===== src/sv/wrqn_pkg.sv =====
// Shared types, constants and arithmetic helpers of the wall reflection block.
package wrqn_pkg;

   localparam logic [15:0] RESTITUTION_ONE = 16'h8000;
   localparam int QUOT_BITS = 32;
   localparam int DIV_CNT_W = $clog2(QUOT_BITS);

   typedef struct packed {
      logic [31:0]        node_weight;
      logic signed [31:0] vel_x;
      logic signed [31:0] vel_y;
      logic signed [31:0] vel_z;
      logic signed [15:0] normal_x;
      logic signed [15:0] normal_y;
      logic signed [15:0] normal_z;
      logic [31:0]        face_area;
      logic               last_node;
   } req_payload_type;

   typedef struct packed {
      logic [31:0]        out_weight;
      logic signed [31:0] out_vel_x;
      logic signed [31:0] out_vel_y;
      logic signed [31:0] out_vel_z;
      logic               weight_saturated;
      logic               last_out;
   } rsp_payload_type;

   typedef struct packed {
      logic [31:0]        weight;
      logic signed [31:0] refl_x;
      logic signed [31:0] refl_y;
      logic signed [31:0] refl_z;
   } store_entry_type;

   typedef enum logic [4:0] {
      OP_NONE, OP_LOAD, OP_DOT_V, OP_DN, OP_PROJ, OP_REST, OP_REFL, OP_DOT_R,
      OP_DR, OP_FLUX_OUT, OP_FLUX_W, OP_FLUX_SUM, OP_ACC_OUT, OP_EMIT_START,
      OP_READ, OP_SCALE_MUL, OP_SCALE_SUM, OP_DIV_START, OP_DIV_STEP,
      OP_RESULT, OP_NEXT, OP_FINISH
   } dp_op_type;

   typedef struct packed {
      logic full;
      logic last_in;
      logic scale_en;
      logic div_last;
      logic emit_last;
   } dp_status_type;

   typedef enum logic [4:0] {
      S_IDLE, S_DOT_V, S_DN, S_PROJ, S_REST, S_REFL, S_DOT_R, S_DR,
      S_FLUX_OUT, S_FLUX_W, S_FLUX_SUM, S_ACC_OUT, S_EMIT_START, S_READ,
      S_SCALE_MUL, S_SCALE_SUM, S_DIV_START, S_DIV_STEP, S_RESULT, S_OUT
   } ctrl_state_type;

   function automatic logic [31:0] clamp_mag(input logic signed [36:0] x);
      logic [31:0] r;
      if (x > 37'sh0080000000) begin
         r = 32'h8000_0000;
      end else begin
         r = x[31:0];
      end
      return r;
   endfunction

   function automatic logic signed [31:0] sat32(input logic signed [41:0] x);
      logic signed [31:0] r;
      if (x > 42'sd2147483647) begin
         r = 32'sh7FFF_FFFF;
      end else if (x < -42'sd2147483648) begin
         r = 32'sh8000_0000;
      end else begin
         r = x[31:0];
      end
      return r;
   endfunction

   function automatic logic [63:0] sat_add64(input logic [63:0] a, input logic [63:0] b);
      logic [64:0] s;
      s = {1'b0, a} + {1'b0, b};
      return s[64] ? '1 : s[63:0];
   endfunction

endpackage


===== src/sv/wrqn_ctrl.sv =====
// Controller state machine that sequences the wall reflection datapath.
module wrqn_ctrl import wrqn_pkg::*; (
   input  logic          clock,
   input  logic          reset,
   input  logic          req_valid,
   input  logic          req_last_node,
   output logic          req_stall,
   input  logic          rsp_stall,
   input  dp_status_type status,
   output dp_op_type     op
);

   ctrl_state_type state_ff, state_in;

   always_ff @(posedge clock) begin
      if (reset) begin
         state_ff <= S_IDLE;
      end else begin
         state_ff <= state_in;
      end
   end

   always_comb begin
      state_in  = state_ff;
      op        = OP_NONE;
      req_stall = (state_ff != S_IDLE);
      unique case (state_ff)
         S_IDLE: begin
            if (req_valid) begin
               op = OP_LOAD;
               if (status.full) begin
                  state_in = req_last_node ? S_EMIT_START : S_IDLE;
               end else begin
                  state_in = S_DOT_V;
               end
            end
         end
         S_DOT_V: begin
            op = OP_DOT_V;
            state_in = S_DN;
         end
         S_DN: begin
            op = OP_DN;
            state_in = S_PROJ;
         end
         S_PROJ: begin
            op = OP_PROJ;
            state_in = S_REST;
         end
         S_REST: begin
            op = OP_REST;
            state_in = S_REFL;
         end
         S_REFL: begin
            op = OP_REFL;
            state_in = S_DOT_R;
         end
         S_DOT_R: begin
            op = OP_DOT_R;
            state_in = S_DR;
         end
         S_DR: begin
            op = OP_DR;
            state_in = S_FLUX_OUT;
         end
         S_FLUX_OUT: begin
            op = OP_FLUX_OUT;
            state_in = S_FLUX_W;
         end
         S_FLUX_W: begin
            op = OP_FLUX_W;
            state_in = S_FLUX_SUM;
         end
         S_FLUX_SUM: begin
            op = OP_FLUX_SUM;
            state_in = S_ACC_OUT;
         end
         S_ACC_OUT: begin
            op = OP_ACC_OUT;
            state_in = status.last_in ? S_EMIT_START : S_IDLE;
         end
         S_EMIT_START: begin
            op = OP_EMIT_START;
            state_in = S_READ;
         end
         S_READ: begin
            op = OP_READ;
            state_in = status.scale_en ? S_SCALE_MUL : S_RESULT;
         end
         S_SCALE_MUL: begin
            op = OP_SCALE_MUL;
            state_in = S_SCALE_SUM;
         end
         S_SCALE_SUM: begin
            op = OP_SCALE_SUM;
            state_in = S_DIV_START;
         end
         S_DIV_START: begin
            op = OP_DIV_START;
            state_in = S_DIV_STEP;
         end
         S_DIV_STEP: begin
            op = OP_DIV_STEP;
            state_in = status.div_last ? S_RESULT : S_DIV_STEP;
         end
         S_RESULT: begin
            op = OP_RESULT;
            state_in = S_OUT;
         end
         S_OUT: begin
            if (!rsp_stall) begin
               op = status.emit_last ? OP_FINISH : OP_NEXT;
               state_in = status.emit_last ? S_IDLE : S_READ;
            end
         end
         default: begin
            state_in = S_IDLE;
         end
      endcase
   end

endmodule


===== config.mk =====
export PLATFORM = sky130hd
export DESIGN_NAME = wrqn_ctrl
export DESIGN_NICKNAME = d
export VERILOG_FILES = /design/src/sv/wrqn_pkg.sv /design/src/sv/wrqn_ctrl.sv
export SDC_FILE = /design/constraint.sdc
export NUM_CORES = 1
export LEC_CHECK = 0
export ABC_AREA = 1
export ABC_CLOCK_PERIOD_IN_PS = 2600
export BUFFER_PORTS_ARGS = -buffer_cell sky130_fd_sc_hd__buf_2
export CORE_UTILIZATION = 30
export CTS_BUF_LIST = sky130_fd_sc_hd__clkbuf_8
export DETAILED_ROUTE_END_ITERATION = 10
export GPL_TIMING_DRIVEN = 0
export PLACE_DENSITY_LB_ADDON = 0.3
export SYNTH_ARGS = -nofsm -noshare
export SYNTH_HDL_FRONTEND = slang
export SYNTH_SLANG_ARGS = --single-unit
export TNS_END_PERCENT = 30

===== constraint.sdc =====
create_clock -name clock -period 2.6 [get_ports clock]
set_input_delay 0.39 -clock clock [delete_from_list [all_inputs] [get_ports clock]]
set_output_delay 0.39 -clock clock [all_outputs]
set_load 0.05 [all_outputs]

==> reports/metrics.cfg, run 1 <==
[place]
place_congestion = 0.817
dp_slack_ns = 0.879
port_buffers = 15
place_inst = 142
dp_hpwl_um = 1140
placed_area_sq_um = 678

[global_route]
grt_pass1_wl_um = 2460
grt_pass1_vias = 607
grt-ovfl-total = 0
track_usage_pct = 16.6
grt_max_degree = 11
antenna_found_initial = 0

[layout]
fillCellCount = 207
regMostFlops = state_ff
largest_reg_flops = 5
instances_no_fill = 146
nets = 132
diodes = 0
layout_common_cells = nand2_1, nor2_1, inv_1, buf_2, nand3_1
reg_top3 = state_ff x5
postLayoutCellArea_sq_um = 723
drive_above_1_share_pct = 27.3
area_growth_pct = 26.5
final_common_cell = nand2_1
utilization_pct = 41.0

[worst_setup_path]
arrival_ns = 1.57
worstSetupEndpointType = primary output
cp-start-kind = flip-flop
critPathRequiredTime_ns = 2.21
cp_max_fo = 9
critPathKind = flip-flop to primary output

[route]
postRouteAntennaNets = 0
vias_per_cell = 4.71
via_count = 687
dr.pass1.iters = 5
drtIter0Drc = 21
drc = 0
wire_per_inst_um = 9.78
drt-total-wl_um = 1430

[sta]
period_minus_slack_ns = 1.96
relSlewSlack_pct = 82.2
max_freq_ghz = 0.511
final-setup-viol-count = 0
fin_worst_skew_ns = 0.000631
drv_slew = 0
setup_slack_ns = 0.644
rsz0062_at_grt = no
worst_slew_pin_slew_ns = 0.266
tns_ns = 0
timing.final.crit_share_pct = 75.2
finalHoldViolCount = 0

[clock_tree]
cts_root_buf = clkbuf_8
postCtsSetupBuffers = 0
hold_buffers = 0
cts_made_buffers = 3
clock_latency_ns = 0.22
cts_repair_resize_count = 0
cts.htree.levels = 1
cts.clk_slew.worst_paths_ns = 0.03
cts_tree = done
cts_sinks = 5
cts_buffer_depth = 2

[synth]
syn_inst = 102
synth_cell_type_count = 22
synth_seq_cells = 5
yosysSeqAreaShare_pct = 17.5
yosys_warnings = 0
syn_avg_cell_area_sq_um = 5.61
synth_fp_nets = 112
synth_area_sq_um = 572

[min_path]
hp-class = input port to flip-flop

[status]
status = complete, no violations

[die]
die_area_sq_mm = 0.00208
initial_core_util_pct = 32.4
rows = 15
ios = 16
coreArea_sq_mm = 0.00176
die_width_um = 45.7
die_h_um = 45.7

[run]
maxCapViolations = 0

[power_and_ir_drop]
p_leak_nw = 0.434
vdd_ir_drop_max_mv = 0.582
power_density_mw_per_mm2 = 1320

-- where the power goes --
group / total, W / leakage (nW) / switching (W) / internal, W
clock network: 0.000137 / 0.0269 / 0.0000356 / 0.000101
registers: 0.000134 / 0.0408 / 0.0000306 / 0.000103
logic: 0.000687 / 0.366 / 0.000501 / 0.000186
total: 0.000958 / 0.434 / 0.000567 / 0.000390
-- final timing paths --
| check | startpoint | endpoint | slack [ns] | cells past startpoint |
|---|---|---|---|---|
| min | reset | state_ff[0]$_SDFFE_PP0P_ | 0.40 | 2 |
| min reg2reg | state_ff[2]$_SDFFE_PP0P_ | state_ff[1]$_SDFFE_PP0P_ | 0.72 | 3 |
| max | state_ff[3]$_SDFFE_PP0P_ | op[0] | 0.64 | 6 |
| max reg2reg | state_ff[3]$_SDFFE_PP0P_ | state_ff[0]$_SDFFE_PP0P_ | 1.34 | 7 |
-- synth_stat cells --
master / instances / area (sq um)
a21oi_1: 1 / 5.00
a21oi_2: 1 / 8.76
a31o_1: 1 / 8.76
a41oi_1: 1 / 8.76
buf_4: 2 / 15.0
dfxtp_1: 5 / 100
inv_1: 14 / 52.6
inv_2: 3 / 11.3
nand2_1: 30 / 113
nand2_4: 1 / 11.3
nand3_1: 9 / 45.0
nand3_2: 1 / 10.0
nand4_1: 2 / 12.5
nand4_2: 1 / 12.5
nor2_1: 18 / 67.6
nor2_2: 1 / 6.26
nor2_4: 1 / 11.3
nor3_1: 1 / 5.00
nor3_2: 4 / 40.0
o211ai_1: 1 / 7.51
o21ai_0: 3 / 15.0
o21ai_1: 1 / 5.00
-- routing by layer --
layer | part of all wire (%) | global-route usage [%] | wire (um)
met5 | 0 | 0 | 0
met4 | 0 | 3.64 | 0
met3 | 4.3 | 4.76 | 61
met2 | 45 | 25.4 | 645
met1 | 50 | 22.9 | 721
-- critical path: stages (launching register included) --
cell	delay, ns
dfxtp_1	0.35
nor2_4	0.27
nand3_2	0.12
nor2_1	0.17
nand2_1	0.07
o211ai_1	0.08
buf_2	0.28
-- stage by stage --
stage / power [W] / hold WS [ns]
global placement: 0.000814 / 0.617
floorplan: 0.000687 / 0.452
detailed placement: 0.000819 / 0.623
global route: 0.00104 / 0.416
finish: 0.000958 / 0.396
CTS: 0.000962 / 0.396
-- logic make-up after synthesis --
group | after synthesis | synth area share [%]
flops | 5 | 17.5
buf+inv | 19 | 13.8
compound gates | 9 | 10.3
simple gates | 69 | 58.4
-- cell type report --
type,instances,area [sq um],area share (%)
Sequential cell,5,100,13.8
Inverter,17,63.8,8.82
Clock buffer,3,41.3,5.71
Buffer,2,15.0,2.08
Timing Repair Buffer,15,75.1,10.4
Clock inverter,1,3.75,0.519
Tap cell,25,31.3,4.33
Multi-Input combinational cell,78,393,54.3
Power figures use the tool's default switching activity.
==> run 2, diff against run 1 <==
--- a/config.mk
+++ b/config.mk
@@ -6,7 +6,7 @@
 export NUM_CORES = 1
 export LEC_CHECK = 0
 export ABC_AREA = 1
-export ABC_CLOCK_PERIOD_IN_PS = 2600
+export ABC_CLOCK_PERIOD_IN_PS = 1600
 export BUFFER_PORTS_ARGS = -buffer_cell sky130_fd_sc_hd__buf_2
 export CORE_UTILIZATION = 30
 export CTS_BUF_LIST = sky130_fd_sc_hd__clkbuf_8
==> constraint.sdc (replaced) <==
create_clock -name clock -period 1.6 [get_ports clock]
set_input_delay 0.24 -clock clock [delete_from_list [all_inputs] [get_ports clock]]
set_output_delay 0.24 -clock clock [all_outputs]
set_load 0.05 [all_outputs]
==> reports/metrics.cfg, run 2 (same netlist as run 1, synthesis figures left out) <==
[status]
status = complete, but fails checks
violations = negative setup slack

[layout]
multiInputGateArea_sq_um = 443
layout_common_cells = nand2_1, nor2_1, inv_1, buf_4, buf_2
final_common_cell = nand2_1
fillCellCount = 200
drive_above_1_share_pct = 44.3
diodes = 0
reg_top3 = state_ff x5
register_area_sq_um = 111
regMostFlops = state_ff
largest_reg_flops = 5
postLayoutCellArea_sq_um = 910
area_growth_pct = 59.1
nets = 142

[clock_tree]
cts_root_buf = clkbuf_8
cts_sinks = 5
cts.clk_slew.worst_paths_ns = 0.04
cts_made_buffers = 3
cts.htree.levels = 1
cts_tree = done
hold_buffers = 0
clock_latency_ns = 0.23
cts_buffer_depth = 2

[sta]
rsz0062_at_grt = yes
setup_slack_ns = -0.0352
finalHoldViolCount = 0
drv_slew = 0
relSlewSlack_pct = 83.2
worst_slew_pin_slew_ns = 0.251
hold_ws_ns = 0.232
final-setup-viol-count = 1
tns_ns = -0.0352
fin_worst_skew_ns = 0.00753
timing.final.crit_share_pct = 102
max_freq_ghz = 0.612
period_minus_slack_ns = 1.64

[place]
place_congestion = 0.897
placed_area_sq_um = 692
dp_hpwl_um = 1160
port_buffers = 15

[global_route]
antenna_found_initial = 0
track_usage_pct = 18.3
grt_pass1_vias = 666
grt_max_degree = 11
grt_pass1_wl_um = 2690
grt-ovfl-total = 0

[die]
initial_core_util_pct = 32.4
die_h_um = 45.7
rows = 15
coreArea_sq_mm = 0.00176
die_width_um = 45.7
ios = 16
die_area_sq_mm = 0.00208

[worst_setup_path]
arrival_ns = 1.40
reg2reg_depth = 8
cp_common_cell = buf_4
critPathRequiredTime_ns = 1.36
r2r_start = state_ff[3]$_SDFFE_PP0P_
cp-start-kind = flip-flop
worstSetupStartpoint = state_ff[0]$_SDFFE_PP0P_
cp_slowest_cell = dfxtp_2
worstSetupEndpointType = primary output
r2r-end = state_ff[0]$_SDFFE_PP0P_
path_cells = buf_8 -> buf_4 -> nor3_4 -> nor2_1 -> o211ai_1 -> buf_4
critPathKind = flip-flop to primary output
critPathMaxStageDelay_ns = 0.31
cp_max_fo = 5
r2r_slack_ns = 0.14
crit_end = op[0]

[route]
dr.pass1.iters = 4
drt-total-wl_um = 1680
vias_per_cell = 4.80
via_count = 749
drc = 0
wire_per_inst_um = 10.8
postRouteAntennaNets = 0
drtIter0Drc = 31

[power_and_ir_drop]
vdd_ir_drop_max_mv = 1.41
p_leak_nw = 0.476
p_total_w = 0.00196
power_density_mw_per_mm2 = 2160

[min_path]
hp-class = input port to flip-flop

[run]
maxCapViolations = 0

## run 2: layout make-up
class / count / share of cell area (%)
clock inverter: 1 / 0.413
timing repair buffer: 25 / 19.5
clock buffer: 3 / 4.54
sequential: 5 / 12.2
tap: 25 / 3.44
multi-input combinational: 78 / 48.7
buffer: 2 / 3.30
inverter: 17 / 7.84
## run 2: repair_timing
| item | CTS | global route |
|---|---|---|
| hold endpoints to repair | 0 | 0 |
| pin swaps | 7 | 3 |
| endpoints found under the setup margin | 5 | 5 |
| buffers inserted | 8 | 2 |
| resized for setup | 25 | 7 |
## run 2: routing by layer
metal	track usage [%]	part of all wire, %	up-vias	wire length, um
li1	-	-	383	-
met3	1.19	4.2	2	70
met1	23.7	46	339	768
met5	0	0	-	0
met2	31.1	49	25	817
met4	7.27	1.5	0	25
## run 2: worst min-delay path by stage
| stage | cells past startpoint | startpoint | end |
|---|---|---|---|
| finish | 2 | reset | state_ff[0]$_SDFFE_PP0P_ |
| global route | 2 | reset | state_ff[0]$_SDFFE_PP0P_ |
| CTS | 2 | reset | state_ff[0]$_SDFFE_PP0P_ |
| detailed placement | 2 | reset | state_ff[0]$_SDFFE_PP0P_ |
| global placement | 2 | reset | state_ff[0]$_SDFFE_PP0P_ |
| floorplan | 1 | reset | state_ff[0]$_SDFFE_PP0P_ |
## run 2: power breakdown
group | internal (W) | switching, W
Combinational | 0.000535 | 0.000932
Sequential | 0.000182 | 0.0000695
Clock | 0.000166 | 0.0000784
Total | 0.000884 | 0.00108
## run 2: worst max-delay path: cells and delay by family, from the launching register on
kind | cells | cell delay, ns
buffers and inverters | 3 | 0.49
AND/OR/NAND/NOR | 2 | 0.27
flip-flops | 1 | 0.31
AO/OA/AOI/OAI | 1 | 0.08
## run 2: through the flow
step	cells	utilization, %	setup WS (ns)
6_report	156	51.6	-0.0352
5_1_grt	156	51.6	-0.0888
4_1_cts	154	49.7	-0.0242
3_5_place_dp	142	39.2	0.0397
3_3_place_gp	142	39.2	0.0483
2_1_floorplan	102	-	-0.299
==> run 3, diff against run 2 <==
--- a/config.mk
+++ b/config.mk
@@ -13,6 +13,7 @@
 export DETAILED_ROUTE_END_ITERATION = 10
 export GPL_TIMING_DRIVEN = 0
 export PLACE_DENSITY_LB_ADDON = 0.3
+export SKIP_LAST_GASP = 1
 export SYNTH_ARGS = -nofsm -noshare
 export SYNTH_HDL_FRONTEND = slang
 export SYNTH_SLANG_ARGS = --single-unit
==> reports/metrics.cfg, run 3 (same netlist as run 1, synthesis figures left out) <==
[worst_setup_path]
critPathRequiredTime_ns = 1.36
worstSetupStartpoint = state_ff[1]$_SDFFE_PP0P_
critPathKind = flip-flop to primary output
cp_slowest_cell = dfxtp_4
path_cells = buf_12 -> nand2_8 -> buf_4 -> o21ai_1 -> o21ai_1 -> nand2_1 -> buf_6
crit_end = op[4]
worstSetupEndpointType = primary output
arrival_ns = 1.40
critPathMaxStageDelay_ns = 0.38
r2r-end = state_ff[0]$_SDFFE_PP0P_
r2r_slack_ns = 0.17
cp_common_cell = o21ai_1
cp-start-kind = flip-flop
reg2reg_depth = 9
cp_max_fo = 5
r2r_start = state_ff[1]$_SDFFE_PP0P_

[layout]
utilization_pct = 53.7
largest_reg_flops = 5
postLayoutCellArea_sq_um = 947
instances_no_fill = 160
nets = 146
area_growth_pct = 65.6
diodes = 0
reg_top3 = state_ff x5
layout_common_cells = nand2_1, nor2_1, buf_4
drive_above_1_share_pct = 45.2
regMostFlops = state_ff
final_common_cell = nand2_1

[clock_tree]
hold_buffers = 0
clock_latency_ns = 0.23
cts_buffer_depth = 2
cts_made_buffers = 3
cts_root_buf = clkbuf_8
cts_tree = done
cts.htree.levels = 1
cts_sinks = 5
cts.clk_slew.worst_paths_ns = 0.04

[global_route]
antenna_found_initial = 0
grt_pass1_vias = 674
grt-ovfl-total = 0
track_usage_pct = 18.7
grt_max_degree = 11
grt_pass1_wl_um = 2750

[route]
drc = 0
wire_per_inst_um = 11.4
postRouteAntennaNets = 0
dr.pass1.iters = 4
vias_per_cell = 4.82
drtIter0Drc = 35
via_count = 771
drt-total-wl_um = 1830

[power_and_ir_drop]
p_total_w = 0.00201
intPower_w = 0.000910
switching_power_w = 0.00110
vdd_ir_drop_max_mv = 1.41
p_leak_nw = 0.498
power_density_mw_per_mm2 = 2120
p_clk_share_pct = 12.3
swShare_pct = 54.7
combPwrFrac_pct = 75.6
seqPwrFrac_pct = 12.1

[sta]
finalHoldViolCount = 0
rsz0062_at_grt = yes
timing.final.crit_share_pct = 103
relSlewSlack_pct = 83.9
worst_slew_pin_slew_ns = 0.241
final-setup-viol-count = 4
period_minus_slack_ns = 1.64
max_freq_ghz = 0.609
fin_worst_skew_ns = 0.00848
drv_slew = 0
setup_slack_ns = -0.0416
tns_ns = -0.0975

[place]
port_buffers = 15
dp_hpwl_um = 1160
place_congestion = 0.897
place_inst = 142
placed_area_sq_um = 692

[run]
maxCapViolations = 0

[die]
die_h_um = 45.7
rows = 15
die_area_sq_mm = 0.00208
die_width_um = 45.7
ios = 16
initial_core_util_pct = 32.4
coreArea_sq_mm = 0.00176

[min_path]
hold_path.startpoint = reset
hp-class = input port to flip-flop
whs_path_depth = 2

[status]
status = complete, but fails checks
violations = negative setup slack

run 3: changes by cell type in the layout (fill, tap and decap cells not counted), sizes merged:
cell,before,now
buf,27,31
run 3: area by class of cell:
cell class / count / area, sq um
fillers: 206 / 817
clock inverters: 1 / 3.75
flip-flops and latches: 5 / 111
clock buffers: 3 / 41.3
inverters: 17 / 73.8
repair buffers: 29 / 206
plain buffers: 2 / 30.0
well taps: 25 / 31.3
multi-input cells: 78 / 449
run 3: repair_timing:
action	in CTS	in global routing
endpoints found under the hold margin	0	0
buffers inserted	8	6
setup endpoints to repair	5	5
resized for setup	22	8
pin swaps	7	6
run 3: worst max-delay path: cells and delay by family, from the launching register on:
family | cells | cell delay [ns]
DFF | 1 | 0.38
buffers and inverters | 3 | 0.42
AOI/OAI and AO/OA | 2 | 0.21
and+or+nand+nor | 2 | 0.15
run 3: metal layers:
metal	GRT usage [%]	share of wire [%]	wire length, um
met5	0	0	0
met4	7.27	2.5	46
met3	1.19	4.8	87
met1	23.3	42	775
met2	33.1	50	916
run 3: per-stage QoR:
step | hold WS, ns | setup WS (ns)
after floorplan | 0.302 | -0.299
after global placement | 0.471 | 0.0483
after detailed placement | 0.473 | 0.0397
after CTS | 0.230 | -0.0242
after global routing | 0.238 | -0.0928
final | 0.230 | -0.0416
run 3: power groups by stage:
stage / sequential [W] / combinational [W] / clock [W]
final: 0.000244 / 0.00152 / 0.000247
after global routing: 0.000248 / 0.00165 / 0.000255
after CTS: 0.000250 / 0.00135 / 0.000246
after detailed placement: 0.000224 / 0.00118 / 0
after global placement: 0.000225 / 0.00117 / 0
after floorplan: 0.000216 / 0.000966 / 0
run 3: how the worst min path moves through the flow:
stage | slack, ns | to
3_5_place_dp | 0.47 | state_ff[0]$_SDFFE_PP0P_
3_3_place_gp | 0.47 | state_ff[0]$_SDFFE_PP0P_
5_1_grt | 0.24 | state_ff[0]$_SDFFE_PP0P_
2_1_floorplan | 0.30 | state_ff[0]$_SDFFE_PP0P_
6_report | 0.23 | state_ff[0]$_SDFFE_PP0P_
4_1_cts | 0.23 | state_ff[0]$_SDFFE_PP0P_
